===== src/bdpt_pkg.sv =====
// Shared types and constants for the button debounce press timer.
package bdpt_pkg;

    localparam int unsigned SETTLE_WIDTH = 16;
    localparam int unsigned DUR_WIDTH    = 32;
    localparam int unsigned STATE_WIDTH  = 2;

    localparam logic [SETTLE_WIDTH-1:0] DEBOUNCE_RESET = 16'd20;

    // Debounce state codes as seen on the result port
    localparam logic [STATE_WIDTH-1:0] DBS_UP      = 2'd0;
    localparam logic [STATE_WIDTH-1:0] DBS_FALLING = 2'd1;
    localparam logic [STATE_WIDTH-1:0] DBS_DOWN    = 2'd2;
    localparam logic [STATE_WIDTH-1:0] DBS_RISING  = 2'd3;

    typedef struct packed {
        logic                   pressed;
        logic                   released;
        logic [DUR_WIDTH-1:0]   press_duration;
        logic [STATE_WIDTH-1:0] debounce_state;
    } t_result;

endpackage


===== src/bdpt_core.sv =====
// Debounce state machine, tick counter and press duration logic.
module bdpt_core
    import bdpt_pkg::*;
#(
    parameter int unsigned TIME_WIDTH = 32
) (
    input  logic                    i_clk,
    input  logic                    i_rst_n,
    input  logic                    i_cfg_we,
    input  logic [SETTLE_WIDTH-1:0] i_cfg_data,
    input  logic                    i_step,
    input  logic                    i_level,
    output t_result                 o_result
);

    typedef enum logic [STATE_WIDTH-1:0] {
        S_UP      = DBS_UP,
        S_FALLING = DBS_FALLING,
        S_DOWN    = DBS_DOWN,
        S_RISING  = DBS_RISING
    } t_state;

    t_state                  r_state, n_state;
    logic [SETTLE_WIDTH-1:0] r_debounce_time;
    logic [SETTLE_WIDTH-1:0] r_settle, n_settle;
    logic [TIME_WIDTH-1:0]   r_tick;
    logic [TIME_WIDTH-1:0]   r_press_tick, n_press_tick;
    logic [TIME_WIDTH-1:0]   r_duration, n_duration;
    logic                    r_pressed, n_pressed;
    logic                    r_released, n_released;
    logic                    settle_done;
    logic [TIME_WIDTH-1:0]   elapsed;
    logic [DUR_WIDTH-1:0]    duration_out;

    assign settle_done = (r_settle >= r_debounce_time);
    assign elapsed     = r_tick - r_press_tick;

    always_comb begin
        n_state      = r_state;
        n_settle     = r_settle;
        n_press_tick = r_press_tick;
        n_duration   = r_duration;
        n_pressed    = r_pressed;
        n_released   = r_released;
        unique case (r_state)
            S_UP: begin
                n_pressed  = 1'b0;
                n_released = 1'b0;
                if (i_level) begin
                    n_state = S_FALLING;
                end
            end
            S_FALLING: begin
                if (settle_done) begin
                    n_settle = '0;
                    if (i_level) begin
                        n_state      = S_DOWN;
                        n_press_tick = r_tick;
                        n_pressed    = 1'b1;
                    end else begin
                        n_state = S_UP;
                    end
                end else begin
                    n_settle = r_settle + 1'b1;
                end
            end
            S_DOWN: begin
                if (!i_level) begin
                    n_state = S_RISING;
                end
            end
            S_RISING: begin
                if (settle_done) begin
                    n_settle = '0;
                    if (!i_level) begin
                        n_state    = S_UP;
                        n_duration = elapsed;
                        n_released = 1'b1;
                    end else begin
                        n_state = S_DOWN;
                    end
                end else begin
                    n_settle = r_settle + 1'b1;
                end
            end
            default: begin
                n_state = S_UP;
            end
        endcase
    end

    always_ff @(posedge i_clk) begin
        if (!i_rst_n) begin
            r_state         <= S_UP;
            r_debounce_time <= DEBOUNCE_RESET;
            r_settle        <= '0;
            r_tick          <= '0;
            r_press_tick    <= '0;
            r_duration      <= '0;
            r_pressed       <= 1'b0;
            r_released      <= 1'b0;
        end else begin
            if (i_cfg_we) begin
                r_debounce_time <= i_cfg_data;
            end
            if (i_step) begin
                r_state      <= n_state;
                r_settle     <= n_settle;
                r_tick       <= r_tick + 1'b1;
                r_press_tick <= n_press_tick;
                r_duration   <= n_duration;
                r_pressed    <= n_pressed;
                r_released   <= n_released;
            end
        end
    end

    // Fit the duration to the 32-bit result field
    generate
        if (TIME_WIDTH >= DUR_WIDTH) begin : g_trunc
            assign duration_out = n_duration[DUR_WIDTH-1:0];
        end else begin : g_ext
            assign duration_out = {{(DUR_WIDTH - TIME_WIDTH){1'b0}}, n_duration};
        end
    endgenerate

    assign o_result.pressed        = n_pressed;
    assign o_result.released       = n_released;
    assign o_result.press_duration = duration_out;
    assign o_result.debounce_state = n_state;

endmodule


===== config.mk =====
export PLATFORM = sky130hd
export DESIGN_NAME = bdpt_core
export DESIGN_NICKNAME = d
export VERILOG_FILES = /design/src/bdpt_pkg.sv /design/src/bdpt_core.sv
export SDC_FILE = /design/constraint.sdc
export NUM_CORES = 1
export LEC_CHECK = 0
export BUFFER_PORTS_ARGS = -buffer_cell sky130_fd_sc_hd__buf_2
export CORE_ASPECT_RATIO = 2
export CORE_UTILIZATION = 60
export CTS_CLUSTER_SIZE = 24
export DETAILED_ROUTE_END_ITERATION = 8
export PLACE_DENSITY = 0.86
export SYNTH_ARGS = -nofsm -noshare
export SYNTH_HDL_FRONTEND = slang
export SYNTH_SLANG_ARGS = --single-unit
export TNS_END_PERCENT = 10

===== constraint.sdc =====
create_clock -name i_clk -period 6.1 [get_ports i_clk]
set_clock_uncertainty 0.05 [all_clocks]
set_input_delay 0.915 -clock i_clk [delete_from_list [all_inputs] [get_ports i_clk]]
set_output_delay 0.915 -clock i_clk [all_outputs]
set_load 0.01 [all_outputs]

==> results summary <==
The actual slew at the worst max-slew pin came out at approximately 1.1 ns. For this block, the routed nets add up to 19.2 mm of wire. The floorplan step defined a die boundary enclosing ~14,000 um2. The first global-routing pass estimated 31.5 mm of wire. The average wire length per cell after detail routing is ~17 um. The later pin in the worst-skew pair is clocked with a latency of a little over 0.4 ns. The slowest cell on the critical path is sky130_fd_sc_hd__nand2_2. The remaining antenna violation count after routing came out at 0. The number of global-route vias before repair came out at between 6,000 and 7,000.

For this design the static power due to leakage is between 4 and 5 nW. The critical path goes through inv_1 > ha_1 > a21o_1 > a211oi_1 > o211ai_1 > a211o_2 > nand2_2 > o21ai_0 > buf_2. The share of async-settable or async-resettable flops after synthesis came out at 0%. The worst pin sits at a relative slew slack of 24.2%. The max capacitance violation total is 0. The worst endpoint required time came out at approximately 5.1 ns. The setup slack after layout is 1.69 ns.

The clock tree from TritonCTS is done. Dividing the final minimum period by the clock period gives 72.3%. The synthesized flop and latch total came out at 132. The synthesized instance count came out at roughly 970. sky130_fd_sc_hd__dfxtp_1 is the most common cell in the netlist.

The I/O pin total came out at 57. The number of hold buffers added after CTS was 0. The cell area after layout came out at 8680 um2. The total number of H-tree levels is 4. The floorplan step set the die height to between 150 and 200 um. The endpoint arrival time on the critical path is around 3.4 ns. The die outline width is approximately 83 um. The instance area at placement is a little over 8000 um2.

The filler cells instantiated in the layout total between 1,000 and 1,500. The primary flip-flop cell chosen by synthesis mapping is sky130_fd_sc_hd__dfxtp_1. The cell area that synthesis handed to floorplanning was about 8000 um2. The average vias per placed instance is between 5 and 6.

The sum of overflow across all layers after global routing is 0. The setup slack on the worst flop-to-flop path is 2.63 ns. sky130_fd_sc_hd__dfxtp_1 takes more of the synthesized area than any other cell.

The number of buffers inserted by port buffering is 56. By area the synthesized netlist is led by sky130_fd_sc_hd__dfxtp_1, sky130_fd_sc_hd__ha_1, sky130_fd_sc_hd__mux2i_1. Summing over every cut layer, the via total after detailed routing is 6,966. The maximum net fanout on the critical path came out at between 50 and 60. The power density of the placed cells is ~220 nW/um2.

The final weighted congestion in routability-driven placement is 0.963. The detailed-router iteration count before antenna repair is 5. The nature of the critical path endpoint is a primary output. Yosys printed 0 warnings.

Timing analysis after detailed placement gives a worst setup slack of ~2.2 ns. In this run the core area contains between 50 and 60 standard-cell rows. Setup violations remaining at the end of the flow were counted as 0. The number of antenna repair diodes came out at 0. The hold slack is between 0.4 and 0.5 ns.

The number of distinct library cell variants in the gate-level netlist after synthesis is 67. The clock sink total is between 100 and 150. Cells with a size suffix above 1 make up between 10 and 15% of the layout.

Summing all multi-input logic gate instances after layout gives 4760 um2. The final number of hold-violating endpoints is 0. In this run the worst hold path is classified as reg2reg. The placeable core region came out at 12,900 um2. The DRC marker count from the first detailed-route iteration came out at ~460.

The count of final max-slew check failures came out at 0. The worst setup path is launched from a flip-flop. The kind of critical path is reg2out. For this run, the register share of the synthesized area comes to roughly 33%. The maximum VDD drop is ~0.24 mV. Clock-pin slew was measured on the worst setup and hold paths at 0.06 ns. The post-cts resize count came out at 0. The per-instance average area after synthesis came out at ~8.2 um2. The number of antenna violations at the first check in global routing came out at 0. The maximum count of clock buffers along a single path is 2.

The run finished with clean final reports. Across every metal layer, demand over resource in global routing totals roughly 29%. The number of nets in the final layout is 1,077. The register area is roughly 2600 um2.

The upper clock frequency limit came out at roughly 230 MHz. The share of the synthesized area in the top cell type came out at around a third. The pin count of the biggest net entering global routing is 69.

The delay of the slowest critical-path stage is just under 0.8 ns. The DRC violation count after routing is 0. Relative to the synthesized area, the layout overhead comes to 9.76%. The number of enable-type register cells in the synthesized netlist is 0. The total power is ~1.9 mW. The initial cell density of the core came out at between 60% and 70%. The total nets after synthesis is between 1,000 and 1,500.

The commonest cells after synthesis are sky130_fd_sc_hd__dfxtp_1, sky130_fd_sc_hd__nor2_1, sky130_fd_sc_hd__nand2_1. The tree is rooted in a sky130_fd_sc_hd__clkbuf_16. The number of clock buffers added by TritonCTS is 17. Setup repair after global routing left no endpoint under its margin. The total negative slack for setup checks came out at 0 ns. The HPWL after detailed placement is approximately 14 mm. The final critical-path required period came out at 4.41 ns.

The number of buffers inserted by post-CTS setup repair is 0.
## critical path, delay by kind of cell, from the launching register on
| family | cells | cell delay [ns] |
|---|---|---|
| compound gates | 5 | 1.33 |
| simple gates | 1 | 0.77 |
| flops | 1 | 0.33 |
| fa+ha+maj | 1 | 0.30 |
| buf+inv | 2 | 0.28 |
## metal layers
metal  global-route usage, %  wire length [um]  vias up
met3                    4.37               587       74
met4                    20.0              1080        0
li1                        -                 -     3405
met2                    55.6             10600      187
met5                       0                 0        -
met1                    27.8              6970     3300
## stage by stage
step	util, %	cells
3_3_place_gp	63.0	1134
4_1_cts	67.2	1165
5_1_grt	67.2	1165
6_report	67.2	1165
3_5_place_dp	63.0	1134
2_1_floorplan	-	968
## worst paths after layout
kind	depth (start not counted)	startpoint	to
worst max-delay path	9	r_debounce_time[6]$_SDFFE_PN0P_	o_result[27]
worst min-delay path	2	r_duration[6]$_SDFFE_PN0P_	r_duration[6]$_SDFFE_PN0P_
worst max register to register	11	r_debounce_time[6]$_SDFFE_PN0P_	r_duration[25]$_SDFFE_PN0P_
worst min register to register	2	r_duration[6]$_SDFFE_PN0P_	r_duration[6]$_SDFFE_PN0P_
## placed cells by master, fill, tap and decap left out, types with 4 or more instances in the layout
cell type                   instances
sky130_fd_sc_hd__dfxtp_1          132
sky130_fd_sc_hd__nor2_1           122
sky130_fd_sc_hd__nand2_1          107
sky130_fd_sc_hd__inv_1             65
sky130_fd_sc_hd__a21oi_1           57
sky130_fd_sc_hd__buf_2             56
sky130_fd_sc_hd__ha_1              54
sky130_fd_sc_hd__o21ai_0           48
sky130_fd_sc_hd__mux2i_1           48
sky130_fd_sc_hd__xor2_1            40
sky130_fd_sc_hd__nand3_1           26
sky130_fd_sc_hd__xnor2_1           26
sky130_fd_sc_hd__a21o_1            22
sky130_fd_sc_hd__nand4_1           22
sky130_fd_sc_hd__clkbuf_16         17
sky130_fd_sc_hd__a211oi_1          12
sky130_fd_sc_hd__and2_1            12
sky130_fd_sc_hd__mux2_2            11
sky130_fd_sc_hd__or3_1             11
sky130_fd_sc_hd__and3_1             9
sky130_fd_sc_hd__o211ai_1           7
sky130_fd_sc_hd__o21a_1             7
sky130_fd_sc_hd__o21ai_1            6
sky130_fd_sc_hd__and4_1             6
sky130_fd_sc_hd__nand2b_1           5
sky130_fd_sc_hd__a31oi_1            5
sky130_fd_sc_hd__nor4_1             5
sky130_fd_sc_hd__nor3_1             4
sky130_fd_sc_hd__o21bai_1           4
sky130_fd_sc_hd__clkbuf_1           4
## report_power, final
group | switching [mW] | internal (mW)
Combinational | 0.0697 | 0.0391
Clock | 0.375 | 0.579
Sequential | 0.00654 | 0.871
## state kept, by name (all words and copies together) (netlist names)
name,flops
r_debounce_time,16
r_state,2
r_press_tick,32
r_settle,16
r_pressed,1
r_duration,32
r_released,1
r_tick,32
## cell families after synthesis
group           Yosys count  synth area share [%]
flops                   132                  33.4
xor+xnor                 66                  7.31
simple gates            350                  20.5
mux                      60                  7.78
compound gates          195                  15.8
buf+inv                 110                  6.44
fa+ha+maj                55                  8.80
## area by class of cell
| cell class | count | area share, % |
|---|---|---|
| multi-input cells | 726 | 54.8 |
| clock buffers | 23 | 5.39 |
| clock inverters | 8 | 0.894 |
| repair buffers | 58 | 3.40 |
| inverters | 66 | 2.85 |
| well taps | 152 | 2.19 |
| flip-flops and latches | 132 | 30.4 |
Power figures use the tool's default switching activity.
