## src/bdpt_pkg.sv

```systemverilog
// Shared types and constants for the button debounce press timer.
package bdpt_pkg;

    localparam int unsigned SETTLE_WIDTH = 16;
    localparam int unsigned DUR_WIDTH    = 32;
    localparam int unsigned STATE_WIDTH  = 2;

    localparam logic [SETTLE_WIDTH-1:0] DEBOUNCE_RESET = 16'd20;

    // Debounce state codes as seen on the result port
    localparam logic [STATE_WIDTH-1:0] DBS_UP      = 2'd0;
    localparam logic [STATE_WIDTH-1:0] DBS_FALLING = 2'd1;
    localparam logic [STATE_WIDTH-1:0] DBS_DOWN    = 2'd2;
    localparam logic [STATE_WIDTH-1:0] DBS_RISING  = 2'd3;

    typedef struct packed {
        logic                   pressed;
        logic                   released;
        logic [DUR_WIDTH-1:0]   press_duration;
        logic [STATE_WIDTH-1:0] debounce_state;
    } t_result;

endpackage

```

## src/bdpt_out_reg.sv

```systemverilog
// Result register: holds one result word until the sink takes it.
module bdpt_out_reg
    import bdpt_pkg::*;
(
    input  logic    i_clk,
    input  logic    i_rst_n,
    input  logic    i_load,
    input  t_result i_result,
    input  logic    i_ready,
    output logic    o_valid,
    output t_result o_result,
    output logic    o_free
);

    logic    r_valid;
    t_result r_result;

    // Free when empty or the held word leaves this cycle
    assign o_free = !r_valid || i_ready;

    always_ff @(posedge i_clk) begin
        if (!i_rst_n) begin
            r_valid <= 1'b0;
        end else if (o_free) begin
            r_valid <= i_load;
        end
        if (i_load) begin
            r_result <= i_result;
        end
    end

    assign o_valid  = r_valid;
    assign o_result = r_result;

endmodule

```

## config.mk

```make
export PLATFORM = sky130hd
export DESIGN_NAME = bdpt_out_reg
export DESIGN_NICKNAME = d
export VERILOG_FILES = /design/src/bdpt_pkg.sv /design/src/bdpt_out_reg.sv
export SDC_FILE = /design/constraint.sdc
export NUM_CORES = 1
export LEC_CHECK = 0
export BUFFER_PORTS_ARGS = -buffer_cell sky130_fd_sc_hd__clkbuf_2
export CORE_MARGIN = 3
export CORE_UTILIZATION = 39
export DETAILED_ROUTE_END_ITERATION = 16
export GPL_ROUTABILITY_DRIVEN = 0
export PLACE_DENSITY_LB_ADDON = 0.1
export SYNTH_ARGS = -nofsm -noshare
export SYNTH_HDL_FRONTEND = slang
export SYNTH_SLANG_ARGS = --single-unit
export TNS_END_PERCENT = 5
```

## constraint.sdc

```tcl
create_clock -name i_clk -period 0.8 [get_ports i_clk]
set_input_delay 0.08 -clock i_clk [delete_from_list [all_inputs] [get_ports i_clk]]
set_output_delay 0.08 -clock i_clk [all_outputs]
set_load 0.05 [all_outputs]
```

==> results of run 1 <==
==> synthesized netlist by cell type <==
master	count	area (um2)
sky130_fd_sc_hd__edfxtp_1	36	1080
sky130_fd_sc_hd__dfxtp_1	1	20.0
sky130_fd_sc_hd__nand2b_4	1	13.8
sky130_fd_sc_hd__inv_1	1	3.75
sky130_fd_sc_hd__a21boi_2	1	11.3
==> metrics by stage <==
stage	total power [W]	hold WS (ns)	util [%]	cell area [um2]	instances
4_1_cts	0.00450	0.101	90.5	2360	195
3_5_place_dp	0.00322	0.259	61.1	1600	149
3_3_place_gp	0.00321	0.257	61.1	1600	149
2_1_floorplan	0.00293	0.179	-	1130	40
5_1_grt	0.00468	0.117	91.2	2380	195
6_report	0.00453	0.115	91.2	2380	195
==> state kept, by name (all words and copies together), names as in the netlist <==
name / count
o_valid: 1
o_result: 36
==> layer usage <==
metal / up-vias / track usage [%] / part of all wire [%]
met1: 406 / 16.5 / 31
met4: 0 / 4.75 / 0.84
met3: 3 / 7.34 / 10
met5: - / 0 / 0
met2: 51 / 36.7 / 58
li1: 404 / - / -
==> area by class of cell <==
cell class                 count  share of cell area, %
tap                           30                   1.58
sequential                    37                   46.4
multi-input combinational      2                   1.05
timing repair buffer         117                   48.7
inverter                       1                  0.158
clock inverter                 2                  0.420
clock buffer                   6                   1.73
==> worst paths after layout <==
path / start / endpoint / slack [ns] / depth (start not counted)
setup / recovery: o_result[13]$_DFFE_PP_ / o_result[13] / -0.23 / 1
hold / removal: i_ready / o_valid$_SDFFE_PN0P_ / 0.12 / 4
setup reg to reg: o_valid$_SDFFE_PN0P_ / o_valid$_SDFFE_PN0P_ / 0.07 / 3
hold reg to reg: o_valid$_SDFFE_PN0P_ / o_valid$_SDFFE_PN0P_ / 0.61 / 3
==> power groups by stage <==
stage | Clock (W) | Sequential, W | Combinational, W
4_1_cts | 0.000934 | 0.00235 | 0.00121
3_5_place_dp | 0 | 0.00238 | 0.000840
3_3_place_gp | 0 | 0.00237 | 0.000838
6_report | 0.000907 | 0.00237 | 0.00125
2_1_floorplan | 0 | 0.00292 | 0.0000186
5_1_grt | 0.000999 | 0.00239 | 0.00129
==> logic make-up (layout without fill, tap and decap cells) <==
kind of cell / after synthesis / in the layout / synth area share (%)
flip-flops: 37 / 37 / 97.5
AND/OR/NAND/NOR: 1 / 1 / 1.22
buffers and inverters: 1 / 126 / 0.332
AO/OA/AOI/OAI: 1 / 1 / 0.997
==> what timing repair did <==
item | in CTS | in global routing
hold buffers | 37 | 0
resized for setup | 76 | 14
gates cloned | 0 | 0
endpoints found under the setup margin | 38 | 38
pin swaps | 0 | 0
buffers inserted | 1 | 0
hold endpoints to repair | 37 | 0
==> run metrics, run 1 <==
result of the run=complete, but fails checks; fraction of the cycle the final worst path needs=129%; failing checks=negative setup slack; 1st-pass router iterations=4; worst IR drop on VDD=1.72 mV; Placeable Area=2610 um2; maximum net fanout on the critical path=1; largest net degree at the start of global routing=26; type of element launching the critical path=register; fin worst setup slack=-0.232 ns; Detailed Route Iter0 Violations=29; count of buffer and inverter cells on the critical path=1; Std-Cell Rows=18; vias in the first global route=953; Routed Wire Length=3.08 mm; average routed wire per standard cell=15.8 um; path class of the lowest-slack min-delay path=in2reg; endpoints failing hold=0; DR DRC count=0; worst endpoint required time=0.72 ns; input/output buffers=77; min cycle time layout=1.03 ns; number of clock buffers inserted by TritonCTS=5; combinational power share=27.6%; number of sinks driven by the clock tree=37; Pins Over Slew Limit=0; vias per std cell=4.43; CTS tree=done; layout cells sized above 1=54.5%; headroom to the max-slew limit=roughly nine tenths; effective utilization at floorplan=about 43%; net switching share of the total power=between 20% and 30%; FILL cells=94; Reg power frac=between 50 and 60%; WS Path Type=reg2out; die area=3580 um2; post-route setup TNS=-7.56 ns; register cell area after layout=approximately 1100 um2; Achievable Freq=969 MHz; average size of a mapped cell=28.2 um2; total via count in the routed design=864; height of the die=59.8 um; antenna violations before repair=0; total global routing track utilization=18.4%; leading cell type in the layout, fill and taps excluded=sky130_fd_sc_hd__clkbuf_2; transition at the pin with the smallest max-transition slack=0.134 ns; maximum root-to-sink buffer count=2; dpl ws=about 0.056 ns; Unique masters post-synth=5; clock insertion delay at the later pin of the skew report=0.33 ns; global-route congestion overflow total=0; Warnings, synthesis=0; clock root cell=sky130_fd_sc_hd__clkbuf_4; internal power of the cells=0.00319 W; max-cap viol count=0; Clock Skew=0 ns; unrepaired setup endpoints after global routing=true; net switching power=0.00134 W; multi-input gate area in the final layout=25.0 um2; Synth Cell Area=1130 um2; Post-Syn Nets=80; clock transition time at the flip-flop clock pins of the worst setup and hold paths=0.10 ns; power density normalized to cell area=around 1900 nW/um2; setup violators final=38; most used cells in the layout excluding fill and tap cells=sky130_fd_sc_hd__clkbuf_2 (39), sky130_fd_sc_hd__dlygate4sd3_1 (37), sky130_fd_sc_hd__edfxtp_1 (36); number of H-tree branching levels=2; Inserted Diodes=0; global-route wire length before repair=4.57 mm; Critical Path Sink Type=output port; portion of the post-synthesis area used by sequential elements=approximately 100%; num ports=roughly 80; synthesis-to-layout area growth=111%; flop and latch count out of synthesis=37; worst path arrival time=around 0.95 ns; top cell family by delay on the critical path=flip-flops; delay contributed by the slowest stage of the critical path=0.44 ns; gate count after technology mapping=40; CP max-delay cell=sky130_fd_sc_hd__edfxtp_1; critical path cell sequence=buf_8; number of routed nets with antenna violations=0; width of the die=59.8 um; cell leakage power=1.03 nW; Clk pwr share=20.0%; number of nets in the layout=204
Power figures use the tool's default switching activity.
==> run 2, diff against run 1 <==
Settings changed: ABC_AREA set to 0, PLACE_DENSITY_LB_ADDON 0.1 to 0.25, SLEW_MARGIN set to 20.
==> run metrics, run 2 (synthesized netlist as in run 1, its figures left out) <==
leading cell type in the layout, fill and taps excluded=sky130_fd_sc_hd__clkbuf_2; Inserted Diodes=0; largest net degree at the start of global routing=20; most used cells in the layout excluding fill and tap cells=sky130_fd_sc_hd__clkbuf_2 (39), sky130_fd_sc_hd__dlygate4sd3_1 (37), sky130_fd_sc_hd__edfxtp_1 (36); number of routed nets with antenna violations=0; Achievable Freq=between 900 and 1000 MHz; failing checks=negative setup slack; headroom to the max-slew limit=between 90% and 100%; delay contributed by the slowest stage of the critical path=roughly 0.44 ns; Detailed Route Iter0 Violations=26; placed cell areas=between 1500 and 2000 um2; net switching power=0.00134 W; count of buffer and inverter cells on the critical path=1; maximum net fanout on the critical path=1; final instance area=around 2400 um2; total via count in the routed design=between 800 and 900; CTS tree=done; Routed Wire Length=3.22 mm; worst endpoint required time=0.72 ns; cell leakage power=1.02 nW; effective utilization at floorplan=43.2%; DR DRC count=0; height of the die=59.8 um; multi-input gate area in the final layout=25.0 um2; Std-Cell Rows=18; Util after Layout=90.9%; worst IR drop on VDD=1.68 mV; WS Path Type=reg2out; net switching share of the total power=roughly 30%; number of clock buffers inserted by TritonCTS=5; fraction of the cycle the final worst path needs=130%; setup violators final=38; num ports=78; max-cap viol count=0; clock insertion delay at the later pin of the skew report=0.33 ns; internal power of the cells=0.00316 W; post-route setup TNS=-7.39 ns; Clock Skew=0 ns; synthesis-to-layout area growth=110%; CP max-delay cell=sky130_fd_sc_hd__edfxtp_1; total global routing track utilization=19.9%; unrepaired setup endpoints after global routing=true; endpoints failing hold=0; antenna violations before repair=0; flip-flop count of the largest register after layout=36; average routed wire per standard cell=16.6 um; fin worst setup slack=-0.237 ns; type of element launching the critical path=register; vias per std cell=4.37; layout cells sized above 1=about 54%; clock root cell=sky130_fd_sc_hd__clkbuf_4; vias in the first global route=997; result of the run=complete, but fails checks; top cell family by delay on the critical path=flip-flops; Placeable Area=between 2000 and 3000 um2; transition at the pin with the smallest max-transition slack=between 0.1 and 0.15 ns; number of H-tree branching levels=2; input/output buffers=77; clock transition time at the flip-flop clock pins of the worst setup and hold paths=between 0.1 and 0.15 ns; combinational power share=27.7%; total power of the final layout=0.00451 W; final hold slack=0.0356 ns; worst path arrival time=approximately 0.96 ns; min cycle time layout=1.04 ns; 1st-pass router iterations=2; number of nets in the layout=203; register cell area after layout=between 1000 and 1500 um2; number of sinks driven by the clock tree=37; Reg power frac=52.6%; buffers inserted during post-CTS setup optimization=0; maximum root-to-sink buffer count=2; path class of the lowest-slack min-delay path=in2reg; global-route wire length before repair=4.85 mm; critical path cell sequence=buf_8; FILL cells=91; Pins Over Slew Limit=0; power density normalized to cell area=~1900 nW/um2; global-route congestion overflow total=0; width of the die=59.8 um; Clk pwr share=19.7%; Critical Path Sink Type=output port; die area=about 3600 um2
==> run 2: cell types whose count changed in the layout (fill, tap and decap cells not counted) <==
cell,before,now
sky130_fd_sc_hd__clkinv_2,2,1
sky130_fd_sc_hd__clkinv_1,0,2
sky130_fd_sc_hd__clkbuf_8,24,27
sky130_fd_sc_hd__buf_8,12,10
sky130_fd_sc_hd__buf_4,1,0
sky130_fd_sc_hd__buf_6,1,0
sky130_fd_sc_hd__clkbuf_1,1,0
==> run 2: cell type report <==
cell class,count,share of cell area (%)
multi-input combinational,2,1.05
sequential,37,46.5
timing repair buffer,116,48.6
tap,30,1.58
clock inverter,3,0.527
clock buffer,5,1.58
inverter,1,0.158
==> run 2: through the flow <==
step                      std cells  setup WS, ns
after floorplan                  40        0.0158
after global placement          149        0.0621
after detailed placement        149        0.0579
after CTS                       194        -0.226
after global routing            194        -0.294
final                           194        -0.237
==> run 2: what timing repair did <==
action	in CTS	in global routing
hold buffers	37	0
hold endpoints to repair	37	0
setup endpoints to repair	38	38
gates resized for setup	77	10
==> run 2: power by group through the flow <==
stage | clock network, W | logic (W) | registers (W)
final | 0.000889 | 0.00125 | 0.00237
after detailed placement | 0 | 0.000844 | 0.00238
after floorplan | 0 | 0.0000186 | 0.00292
after global placement | 0 | 0.000838 | 0.00237
after CTS | 0.000891 | 0.00122 | 0.00236
after global routing | 0.00101 | 0.00129 | 0.00239
==> run 2: path summary, 6_finish.rpt <==
check	cells after the start	end	slack, ns	start
worst max-delay path	1	o_result[2]	-0.24	o_result[2]$_DFFE_PP_
worst max register to register	2	o_valid$_SDFFE_PN0P_	0.17	o_valid$_SDFFE_PN0P_
worst min register to register	2	o_valid$_SDFFE_PN0P_	0.53	o_valid$_SDFFE_PN0P_
worst min-delay path	3	o_valid$_SDFFE_PN0P_	0.04	i_ready
==> run 2: routing by layer <==
| layer | track usage, % | wire length [um] |
|---|---|---|
| met5 | 0 | 0 |
| met4 | 5.70 | 21 |
| met3 | 7.78 | 274 |
| met2 | 37.8 | 1800 |
| met1 | 19.6 | 1120 |
==> run 3, diff against run 2 <==
Settings changed: CAP_MARGIN set to 20, RECOVER_POWER set to 100.
Clock period 0.8 ns to 1.1 ns, I/O delays scaled along.
==> run metrics, run 3 (synthesized netlist as in run 1, its figures left out) <==
DR DRC count=0; number of clock buffers inserted by TritonCTS=5; total global routing track utilization=between 10% and 20%; path class of the lowest-slack min-delay path=in2reg; Inserted Diodes=0; maximum net fanout on the critical path=1; Placeable Area=about 2600 um2; Pins Over Slew Limit=0; CTS tree=done; average routed wire per standard cell=13.6 um; width of the die=~60 um; worst path arrival time=approximately 0.95 ns; Clock Skew=0 ns; Critical Path Sink Type=output port; clock transition time at the flip-flop clock pins of the worst setup and hold paths=0.10 ns; 1st-pass router iterations=4; synthesis-to-layout area growth=77.4%; Detailed Route Iter0 Violations=17; top cell family by delay on the critical path=flip-flops; WS Path Type=reg2out; input/output buffers=77; min cycle time layout=1.06 ns; Std-Cell Rows=18; clock insertion delay at the later pin of the skew report=approximately 0.33 ns; unrepaired setup endpoints after global routing=true; type of element launching the critical path=register; worst endpoint required time=approximately 1 ns; total via count in the routed design=around 830; Routed Wire Length=about 2.6 mm; clock root cell=sky130_fd_sc_hd__clkbuf_4; headroom to the max-slew limit=44.3%; final instance area=between 2000 and 2500 um2; number of routed nets with antenna violations=0; startpoint of the lowest-slack register-to-register path=o_valid$_SDFFE_PN0P_; vias per std cell=around 4.3; FILL cells=162; maximum root-to-sink buffer count=2; count of buffer and inverter cells on the critical path=1; antenna violations before repair=0; global-route wire length before repair=~3.8 mm; critical path cell sequence=clkbuf_2; transition at the pin with the smallest max-transition slack=0.836 ns; endpoints failing hold=0; die area=roughly 3600 um2; effective utilization at floorplan=43.2%; max-cap viol count=0; placed cell areas=1570 um2; Hold Path Sink=o_result[24]$_DFFE_PP_; Util after Layout=76.7%; fraction of the cycle the final worst path needs=around 96%; cell leakage power=0.881 nW; leading cell type in the layout, fill and taps excluded=sky130_fd_sc_hd__clkbuf_2; vias in the first global route=approximately 870; Achievable Freq=roughly 950 MHz; number of stages on the worst hold path=1; most used cells in the layout excluding fill and tap cells=sky130_fd_sc_hd__clkbuf_2 (41), sky130_fd_sc_hd__dlygate4sd3_1 (37), sky130_fd_sc_hd__edfxtp_1 (36); height of the die=59.8 um; number of nets in the layout=202; final hold slack=0.0484 ns; buffers inserted during post-CTS setup optimization=0; register-to-register path setup slack=0.45 ns; num ports=78; number of sinks driven by the clock tree=37; largest net degree at the start of global routing=36; Hold Crit Start=i_load; reg2reg end=o_valid$_SDFFE_PN0P_; global-route congestion overflow total=0; delay contributed by the slowest stage of the critical path=0.38 ns; Worst Reg2Reg Path Length in Cells=2; setup violators final=0; worst IR drop on VDD=around 1.3 mV; power density normalized to cell area=roughly 1600 nW/um2; post-route setup TNS=0 ns; flip-flop count of the largest register after layout=36; number of H-tree branching levels=2; layout cells sized above 1=just over 50%; result of the run=completed; CP max-delay cell=sky130_fd_sc_hd__edfxtp_1
==> run 3: changes by cell type in the layout (fill, tap and decap cells not counted), sizes merged <==
cell    delta
buf       +21
clkbuf    -19
clkinv     -3
==> run 3: layout make-up <==
type / count / area (um2) / area share (%)
repair buffers: 115 / 781 / 39.0
multi-input cells: 2 / 21.3 / 1.06
clock buffers: 8 / 58.8 / 2.93
flip-flops and latches: 37 / 1100 / 55.0
inverters: 1 / 3.75 / 0.187
well taps: 30 / 37.5 / 1.87
==> run 3: worst register-to-register path: cells and delay by family, from the launching register on <==
| family | cells | cell delay, ns |
|---|---|---|
| AOI/OAI and AO/OA | 1 | 0.16 |
| DFF | 1 | 0.36 |
| and+or+nand+nor | 1 | 0.06 |
==> run 3: power breakdown <==
| part | switching (W) | leakage [nW] | internal, W |
|---|---|---|---|
| sequential | 0.0000288 | 0.361 | 0.00167 |
| clock | 0.000396 | 0.0326 | 0.000315 |
| combinational | 0.000492 | 0.487 | 0.000220 |
| total | 0.000916 | 0.881 | 0.00220 |
==> run 3: what timing repair did <==
action | CTS | global route
resized for setup | 5 | 38
gates cloned | 0 | 0
hold buffers | 37 | 0
pin swaps | 0 | 0
endpoints found under the hold margin | 37 | 0
endpoints found under the setup margin | 5 | 34
==> run 3: routing by layer <==
metal	vias to the layer above	part of all wire, %	global-route usage, %
li1	403	-	-
met2	50	55	29.0
met5	-	0	0
met4	0	1.9	5.70
met3	7	9.7	7.56
met1	374	33	13.7
==> run 3: worst max path at each step <==
stage	start	endpoint	slack [ns]	cells after the start
2_1_floorplan	o_valid$_SDFFE_PN0P_	o_valid$_SDFFE_PN0P_	0.20	2
3_3_place_gp	i_load	o_result[19]$_DFFE_PP_	0.33	2
3_5_place_dp	i_load	o_result[22]$_DFFE_PP_	0.31	2
4_1_cts	o_result[3]$_DFFE_PP_	o_result[3]	0.0003	1
5_1_grt	o_result[11]$_DFFE_PP_	o_result[11]	-0.01	1
6_report	o_result[25]$_DFFE_PP_	o_result[25]	0.04	1
==> run 3: stage by stage <==
step / instances / setup slack, ns / power (W)
after global placement: 148 / 0.328 / 0.00233
after floorplan: 40 / 0.204 / 0.00213
final: 193 / 0.0431 / 0.00312
after global routing: 193 / -0.0125 / 0.00326
after detailed placement: 148 / 0.310 / 0.00233
after CTS: 193 / 0.000340 / 0.00316
